### src/hdl/utf7d_pkg.sv
// Shared types, constants and the base64 symbol table for the UTF-7 byte decoder.
`default_nettype none

package utf7d_pkg;

  // Byte that closes a base64 run.
  localparam logic [7:0] DASH_BYTE = 8'h2D;
  // Escape byte after reset (ASCII plus).
  localparam logic [7:0] ESCAPE_RESET = 8'h2B;

  // Status codes carried with each result beat.
  localparam logic STATUS_OK      = 1'b0;
  localparam logic STATUS_ILLEGAL = 1'b1;

  // One decoded result as it leaves the decode core.
  typedef struct packed {
    logic        emit;
    logic [15:0] code_unit;
    logic        status;
  } utf7d_result_t;

  // Symbol lookup: bit 6 flags a member of the alphabet, bits 5:0 hold its value.
  function automatic logic [6:0] symbol_value(input logic [7:0] b);
    logic [7:0] d;
    logic [6:0] r;
    d = 8'h00;
    r = 7'h00;
    if (b inside {[8'h41:8'h5A]}) begin
      d = b - 8'h41;
      r = {1'b1, d[5:0]};
    end else if (b inside {[8'h61:8'h7A]}) begin
      d = b - 8'h61 + 8'd26;
      r = {1'b1, d[5:0]};
    end else if (b inside {[8'h30:8'h39]}) begin
      d = b - 8'h30 + 8'd52;
      r = {1'b1, d[5:0]};
    end else if (b == 8'h2B) begin
      r = {1'b1, 6'd62};
    end else if (b == 8'h2F) begin
      r = {1'b1, 6'd63};
    end
    return r;
  endfunction

endpackage

`default_nettype wire

### src/hdl/utf7d_in_stage.sv
// Input register that holds one byte beat until the decode core takes it.
`default_nettype none

module utf7d_in_stage (
  input  wire logic       clk,
  input  wire logic       rst,
  input  wire logic       in_valid,
  output logic            in_ready,
  input  wire logic [7:0] in_byte,
  input  wire logic       take,
  output logic            held_valid,
  output logic [7:0]      held_byte
);

  // The register may refill in the same cycle that the core takes its byte.
  assign in_ready = !held_valid || take;

  // Valid flag of the held byte.
  always_ff @(posedge clk) begin
    if (rst) begin
      held_valid <= 1'b0;
    end else if (in_ready) begin
      held_valid <= in_valid;
    end
  end

  // Payload needs no reset.
  always_ff @(posedge clk) begin
    if (in_valid && in_ready) begin
      held_byte <= in_byte;
    end
  end

endmodule

`default_nettype wire

### src/hdl/utf7d_core.sv
// Decode core: mode and accumulator state, escape register and next-result logic.
`default_nettype none

module utf7d_core (
  input  wire logic       clk,
  input  wire logic       rst,
  input  wire logic       cfg_write,
  input  wire logic [7:0] cfg_data,
  input  wire logic       take,
  input  wire logic [7:0] byte_in,
  output utf7d_pkg::utf7d_result_t result
);
  import utf7d_pkg::*;

  logic [7:0]  escape_byte;
  logic        in_base64;
  logic        fresh;
  logic [15:0] acc;
  logic [2:0]  phase;

  logic        in_base64_next;
  logic        fresh_next;
  logic [15:0] acc_next;
  logic [2:0]  phase_next;

  logic [6:0]  sym;
  logic [5:0]  v;
  logic [15:0] unit;
  logic        unit_emit;
  logic [15:0] acc_step;

  assign sym = symbol_value(byte_in);
  assign v   = sym[5:0];

  // Six bits per symbol; the third, sixth and eighth symbol steps of each group of eight complete a 16-bit unit.
  always_comb begin
    unit      = 16'h0000;
    unit_emit = 1'b0;
    acc_step  = acc;
    case (phase)
      3'd0: acc_step = {v, 10'b0};
      3'd1: acc_step = acc + {6'b0, v, 4'b0};
      3'd2: begin
        unit      = acc + {12'b0, v[5:2]};
        unit_emit = 1'b1;
        acc_step  = {v[1:0], 14'b0};
      end
      3'd3: acc_step = acc + {2'b0, v, 8'b0};
      3'd4: acc_step = acc + {8'b0, v, 2'b0};
      3'd5: begin
        unit      = acc + {14'b0, v[5:4]};
        unit_emit = 1'b1;
        acc_step  = {v[3:0], 12'b0};
      end
      3'd6: acc_step = acc + {4'b0, v, 6'b0};
      3'd7: begin
        unit      = acc + {10'b0, v};
        unit_emit = 1'b1;
        acc_step  = 16'h0000;
      end
      default: acc_step = acc;
    endcase
  end

  // Mode handling and result selection.
  always_comb begin
    in_base64_next   = in_base64;
    fresh_next       = fresh;
    acc_next         = acc;
    phase_next       = phase;
    result.emit      = 1'b0;
    result.code_unit = 16'h0000;
    result.status    = STATUS_OK;
    if (!in_base64) begin
      if (byte_in == escape_byte) begin
        in_base64_next = 1'b1;
        fresh_next     = 1'b1;
        acc_next       = 16'h0000;
        phase_next     = 3'd0;
      end else begin
        result.emit      = 1'b1;
        result.code_unit = {8'h00, byte_in};
      end
    end else if (byte_in == DASH_BYTE) begin
      in_base64_next = 1'b0;
      if (fresh) begin
        fresh_next       = 1'b0;
        result.emit      = 1'b1;
        result.code_unit = {8'h00, escape_byte};
      end
    end else if (!sym[6]) begin
      // Illegal byte: report it and leave all state alone.
      result.emit   = 1'b1;
      result.status = STATUS_ILLEGAL;
    end else begin
      fresh_next       = 1'b0;
      acc_next         = acc_step;
      phase_next       = phase + 3'd1;
      result.emit      = unit_emit;
      result.code_unit = unit;
    end
  end

  // Configuration register.
  always_ff @(posedge clk) begin
    if (rst) begin
      escape_byte <= ESCAPE_RESET;
    end else if (cfg_write) begin
      escape_byte <= cfg_data;
    end
  end

  // Decoder state advances once per byte taken.
  always_ff @(posedge clk) begin
    if (rst) begin
      in_base64 <= 1'b0;
      fresh     <= 1'b0;
      acc       <= 16'h0000;
      phase     <= 3'd0;
    end else if (take) begin
      in_base64 <= in_base64_next;
      fresh     <= fresh_next;
      acc       <= acc_next;
      phase     <= phase_next;
    end
  end

endmodule

`default_nettype wire

### src/hdl/utf7d_out_stage.sv
// Result register that presents one decoded beat until the consumer takes it.
`default_nettype none

module utf7d_out_stage (
  input  wire logic       clk,
  input  wire logic       rst,
  input  wire logic       take,
  input  wire utf7d_pkg::utf7d_result_t result,
  output logic            can_take,
  output logic            out_valid,
  input  wire logic       out_ready,
  output logic [15:0]     code_unit,
  output logic            status
);

  // The register is free when empty or emptied in this cycle.
  assign can_take = !out_valid || out_ready;

  // Valid flag follows whether the byte taken produced a result.
  always_ff @(posedge clk) begin
    if (rst) begin
      out_valid <= 1'b0;
    end else if (can_take) begin
      out_valid <= take && result.emit;
    end
  end

  // Payload needs no reset.
  always_ff @(posedge clk) begin
    if (can_take && take) begin
      code_unit <= result.code_unit;
      status    <= result.status;
    end
  end

endmodule

`default_nettype wire

### src/hdl/utf7_byte_decoder.sv
// Top level of the UTF-7 byte decoder: input register, decode core and result register.
`default_nettype none

// Decodes one byte per beat into at most one 16-bit code unit. An accepted byte
// sits in the input register while the decode core works on it combinationally,
// and its result is loaded into the result register once that register is free,
// so a result passes through the input register and then the result register. A
// new byte is accepted every cycle while the result side keeps up; the mode and
// accumulator state in the decode core is the only data loop. The escape
// byte is written through cfg_write and cfg_data and should only change while no
// byte is in flight. Illegal bytes in base64 mode give a beat with status 1 and
// code_unit 0.
module utf7_byte_decoder (
  input  wire logic        clk,
  input  wire logic        rst,
  input  wire logic        cfg_write,
  input  wire logic [7:0]  cfg_data,
  input  wire logic        in_valid,
  output logic             in_ready,
  input  wire logic [7:0]  in_byte,
  output logic             out_valid,
  input  wire logic        out_ready,
  output logic [15:0]      code_unit,
  output logic             status
);
  import utf7d_pkg::*;

  logic          held_valid;
  logic [7:0]    held_byte;
  logic          can_take;
  logic          take;
  utf7d_result_t result;

  // A held byte moves into the core when the result register is free.
  assign take = held_valid && can_take;

  utf7d_in_stage u_in (
    .clk        (clk),
    .rst        (rst),
    .in_valid   (in_valid),
    .in_ready   (in_ready),
    .in_byte    (in_byte),
    .take       (take),
    .held_valid (held_valid),
    .held_byte  (held_byte)
  );

  utf7d_core u_core (
    .clk       (clk),
    .rst       (rst),
    .cfg_write (cfg_write),
    .cfg_data  (cfg_data),
    .take      (take),
    .byte_in   (held_byte),
    .result    (result)
  );

  utf7d_out_stage u_out (
    .clk       (clk),
    .rst       (rst),
    .take      (take),
    .result    (result),
    .can_take  (can_take),
    .out_valid (out_valid),
    .out_ready (out_ready),
    .code_unit (code_unit),
    .status    (status)
  );

endmodule

`default_nettype wire

### config.mk
export PLATFORM = sky130hd
export DESIGN_NAME = utf7_byte_decoder
export DESIGN_NICKNAME = d
export VERILOG_FILES = /design/src/hdl/utf7d_pkg.sv /design/src/hdl/utf7d_in_stage.sv /design/src/hdl/utf7d_core.sv /design/src/hdl/utf7d_out_stage.sv /design/src/hdl/utf7_byte_decoder.sv
export SDC_FILE = /design/constraint.sdc
export NUM_CORES = 1
export LEC_CHECK = 0
export BUFFER_PORTS_ARGS = -buffer_cell sky130_fd_sc_hd__buf_2
export CAP_MARGIN = 0
export CELL_PAD_IN_SITES_DETAIL_PLACEMENT = 0
export CELL_PAD_IN_SITES_GLOBAL_PLACEMENT = 1
export CORE_UTILIZATION = 30
export DETAILED_ROUTE_END_ITERATION = 16
export PLACE_DENSITY = 0.68
export SLEW_MARGIN = 25
export SYNTH_ARGS = -nofsm -noshare
export SYNTH_HDL_FRONTEND = slang
export SYNTH_SLANG_ARGS = --single-unit
export TNS_END_PERCENT = 20
### constraint.sdc
create_clock -name clk -period 7.33 [get_ports clk]
set_input_delay 1.8325 -clock clk [delete_from_list [all_inputs] [get_ports clk]]
set_output_delay 1.8325 -clock clk [all_outputs]
set_load 0.005 [all_outputs]
==> results.py <==
metrics = {
    "die": {
        "die_x_um": 129,
        "ios": 40,
        "start_util_pct": 30.7,
        "fp.dieH_um": 129,
        "design.die.area_um2": 16800,
        "rows": 46,
        "coreArea_um2": 15900,
    },
    "route": {
        "drc_errors": 0,
        "drt_iter0_drc": 362,
        "firstDrtPassIters": 5,
        "routed_via_density": 5.41,
        "wire_per_inst_um": 17.1,
        "route.vias.total": 4432,
        "ant_nets": 0,
        "routed_wl_mm": 14.0,
    },
    "synth": {
        "synth_ff_type": "dfxtp_1",
        "ys_types": 67,
        "synth_warnings": 0,
        "ys_seq_area_share_pct": 27.3,
        "synth_edf_count": 25,
        "synth_nets": 653,
        "syn_inst": 583,
        "syn_area_um2": 4870,
        "postSynthAreaPerCell_um2": 8.36,
        "synth_seq_cells": 54,
        "async_flop_share_pct": 0,
    },
    "placement": {
        "dp_hpwl_mm": 10.9,
        "portBuffers": 39,
        "place_inst": 811,
        "globalplace.congestion": 0.898,
    },
    "worst_setup_path": {
        "critPathCaptureType": "register",
        "slowest_stage": "edfxtp_1",
        "crit_arrival_ns": 4.95,
        "r2r_cells": 19,
        "r2r_end": "u_out.code_unit[13]$_SDFFCE_PP0P_",
        "path_common_cell": "a21o_1",
        "r2r-start": "u_in.held_byte[2]$_DFFE_PP_",
        "critPathMaxFanout": 15,
        "critical_path.endpoint": "u_out.code_unit[13]$_SDFFCE_PP0P_",
        "critPathKind": "reg2reg",
        "cp-startpoint": "u_in.held_byte[2]$_DFFE_PP_",
        "critical_path.max_stage_delay_ns": 0.60,
        "cp_cell_sequence": "inv_1 -> ha_1 -> a21oi_1 -> a311oi_2 -> nor4_2 -> a21boi_0 -> a311o_1 -> a22oi_2 -> nand2_1 -> o21ai_0 -> ha_1 -> a21o_1 -> a21o_1 -> a21o_1 -> nor2b_1 -> nand2_1 -> nor2_1 -> xnor2_1 -> nor2_1",
        "cp.required_ns": 7.35,
        "startpoint_type": "register",
        "rrSetupSlack_ns": 2.41,
    },
    "timing": {
        "setup_violations": 0,
        "whs_ns": 0.490,
        "hold_viol_final": 0,
        "min_period_ns": 4.92,
        "slew_headroom_pct": 30.0,
        "tns_ns": 0,
        "tightest_slew_ns": 1.04,
        "max_freq_mhz": 203,
        "min_period_over_period_pct": 67.2,
        "final_max_slew_viol_count": 0,
        "rsz0062_at_grt": "no",
        "skew_ns": 0.00683,
    },
    "global_routing": {
        "grt_pass1_wl_mm": 22.9,
        "grt_max_degree": 29,
        "grt_pass1_vias": 4278,
        "overflow": 0,
        "antenna_found_initial": 0,
        "grt_use_total_pct": 17.6,
    },
    "power": {
        "vdd_drop_max_mv": 0.0715,
        "p_int_w": 0.000493,
        "power_frac_seq_pct": 50.8,
        "p_leak_nw": 2.12,
        "p_comb_share_pct": 14.6,
        "switching_power_w": 0.000174,
        "swShare_pct": 26.1,
        "pwr_density_cell_nw_per_um2": 124,
        "pwr-share-clk_pct": 34.6,
    },
    "final_layout": {
        "num_antenna_cells": 0,
        "layoutNonFillerInstCount": 819,
        "areaGrowthSynthToFinish_pct": 10.3,
        "fin_nets": 672,
        "drive_above_1_share_pct": 10.4,
    },
    "clocking": {
        "cts_sinks": 54,
        "cts_tree": "yes",
        "clk_latency_ns": 0.29,
        "post_cts_buffers": 0,
        "cts_buffer_depth": 2,
        "cts-resized-gates": 0,
        "cts_made_buffers": 5,
        "clkSlewWorstSetupHoldPaths_ns": 0.07,
        "cts_hold_buffers": 0,
        "cts-root-buf": "clkbuf_16",
        "cts.htree.levels": 2,
    },
    "run": {
        "cap_violations": 0,
    },
    "status": {
        "status": "finished clean",
    },
    "hold_path": {
        "hp-class": "reg2reg",
    },
}
## critical path: cells and delay by family (launching register included)
kind	cells	cell delay, ns
XOR/XNOR	1	0.12
adder cells (fa/ha/maj)	2	0.62
flip-flops	1	0.60
AO/OA/AOI/OAI	9	2.47
AND/OR/NAND/NOR	6	0.63
buffers and inverters	1	0.21
## cells by family after synthesis
family,Yosys count,synth area share (%)
AND/OR/NAND/NOR,184,18.7
AO/OA/AOI/OAI,188,26.8
buffers and inverters,60,4.96
XOR/XNOR,38,6.83
adder cells (fa/ha/maj),49,13.4
flip-flops,54,27.3
multiplexers,10,2.05
## layer usage
layer	up-vias	GRT usage (%)	share of wire [%]
met4	0	7.66	3.3
li1	2170	-	-
met3	32	2.97	5.7
met5	-	0	0
met2	137	28.2	45
met1	2093	23.3	46
## synth_stat cells, types with 5 or more instances
cell | instances | area (µm²)
nor2_1 | 53 | 199
a211oi_1 | 8 | 60.1
dfxtp_1 | 29 | 581
o22ai_1 | 5 | 31.3
and3_1 | 6 | 37.5
ha_1 | 44 | 551
xor2_1 | 19 | 166
clkbuf_1 | 22 | 82.6
nand2b_1 | 8 | 50.1
nand4_1 | 7 | 43.8
a22oi_1 | 14 | 105
nor2b_1 | 16 | 100
and2_1 | 9 | 56.3
nand3_1 | 14 | 70.1
xnor2_1 | 19 | 166
or3_1 | 6 | 37.5
o211ai_1 | 6 | 45.0
o21a_1 | 5 | 37.5
a21o_1 | 13 | 97.6
mux2i_1 | 10 | 100
o21ai_0 | 38 | 190
fa_1 | 5 | 100
a21oi_1 | 39 | 195
inv_1 | 29 | 109
nand2_1 | 43 | 161
o31ai_1 | 5 | 37.5
edfxtp_1 | 25 | 751
a211o_1 | 10 | 87.6
nor3_1 | 8 | 40.0
o221ai_1 | 6 | 52.6
## stage by stage
step                utilization [%]  setup slack [ns]  power [W]  cell area (µm²)
floorplan                         -              3.34   0.000409             4870
global placement               32.9              2.55   0.000441             5230
detailed placement             32.9              2.45   0.000443             5230
CTS                            33.8              2.43   0.000677             5370
global route                   33.8              2.02   0.000699             5380
finish                         33.8              2.41   0.000667             5380
## cells in the final DEF, fill, tap and decap left out, types with 6 or more instances in the layout
cell,Yosys,routed
nor2_1,53,53
ha_1,44,44
nand2_1,43,43
a21oi_1,39,39
buf_2,4,39
o21ai_0,38,37
inv_1,29,29
dfxtp_1,29,29
edfxtp_1,25,25
xnor2_1,19,19
xor2_1,19,19
nor2b_1,16,15
nand3_1,14,14
a22oi_1,14,14
a21o_1,13,13
mux2i_1,10,10
a211o_1,10,10
and2_1,9,9
nand2b_1,8,8
a211oi_1,8,8
nor3_1,8,8
nand4_1,7,7
or3_1,6,6
o211ai_1,6,6
and3_1,6,6
o221ai_1,6,6
## power groups by stage
stage	logic, W	clock network [W]	registers [W]
6_report	0.0000976	0.000231	0.000339
5_1_grt	0.000109	0.000250	0.000340
4_1_cts	0.0000980	0.000240	0.000338
3_5_place_dp	0.0000973	0	0.000345
3_3_place_gp	0.0000958	0	0.000345
2_1_floorplan	0.0000700	0	0.000339
## flip-flops by register name (all words and copies together) (netlist names)
register / cells
u_core.acc: 14
u_core.escape_byte: 8
u_core.fresh: 1
u_core.in_base64: 1
u_core.phase: 3
u_in.held_byte: 8
u_in.held_valid: 1
u_out.code_unit: 16
u_out.out_valid: 1
u_out.status: 1
## worst min-delay path by stage
| stage | startpoint | endpoint | slack, ns | depth (start not counted) |
|---|---|---|---|---|
| 2_1_floorplan | u_core.fresh$_SDFFE_PP0P_ | u_core.fresh$_SDFFE_PP0P_ | 0.45 | 2 |
| 3_3_place_gp | u_core.fresh$_SDFFE_PP0P_ | u_core.fresh$_SDFFE_PP0P_ | 0.46 | 2 |
| 3_5_place_dp | u_core.acc[2]$_SDFFE_PP0P_ | u_core.acc[2]$_SDFFE_PP0P_ | 0.48 | 2 |
| 4_1_cts | u_core.acc[2]$_SDFFE_PP0P_ | u_core.acc[2]$_SDFFE_PP0P_ | 0.49 | 2 |
| 5_1_grt | u_core.acc[2]$_SDFFE_PP0P_ | u_core.acc[2]$_SDFFE_PP0P_ | 0.51 | 2 |
| 6_report | u_core.acc[2]$_SDFFE_PP0P_ | u_core.acc[2]$_SDFFE_PP0P_ | 0.49 | 2 |
## layout make-up
cell class | instances | area (µm²)
inverters | 30 | 113
fillers | 1705 | 10500
flip-flops and latches | 54 | 1330
clock inverters | 1 | 7.51
well taps | 216 | 270
clock buffers | 7 | 133
repair buffers | 42 | 218
multi-input cells | 469 | 3300
No activity file was read; power rests on OpenSTA's default activity.
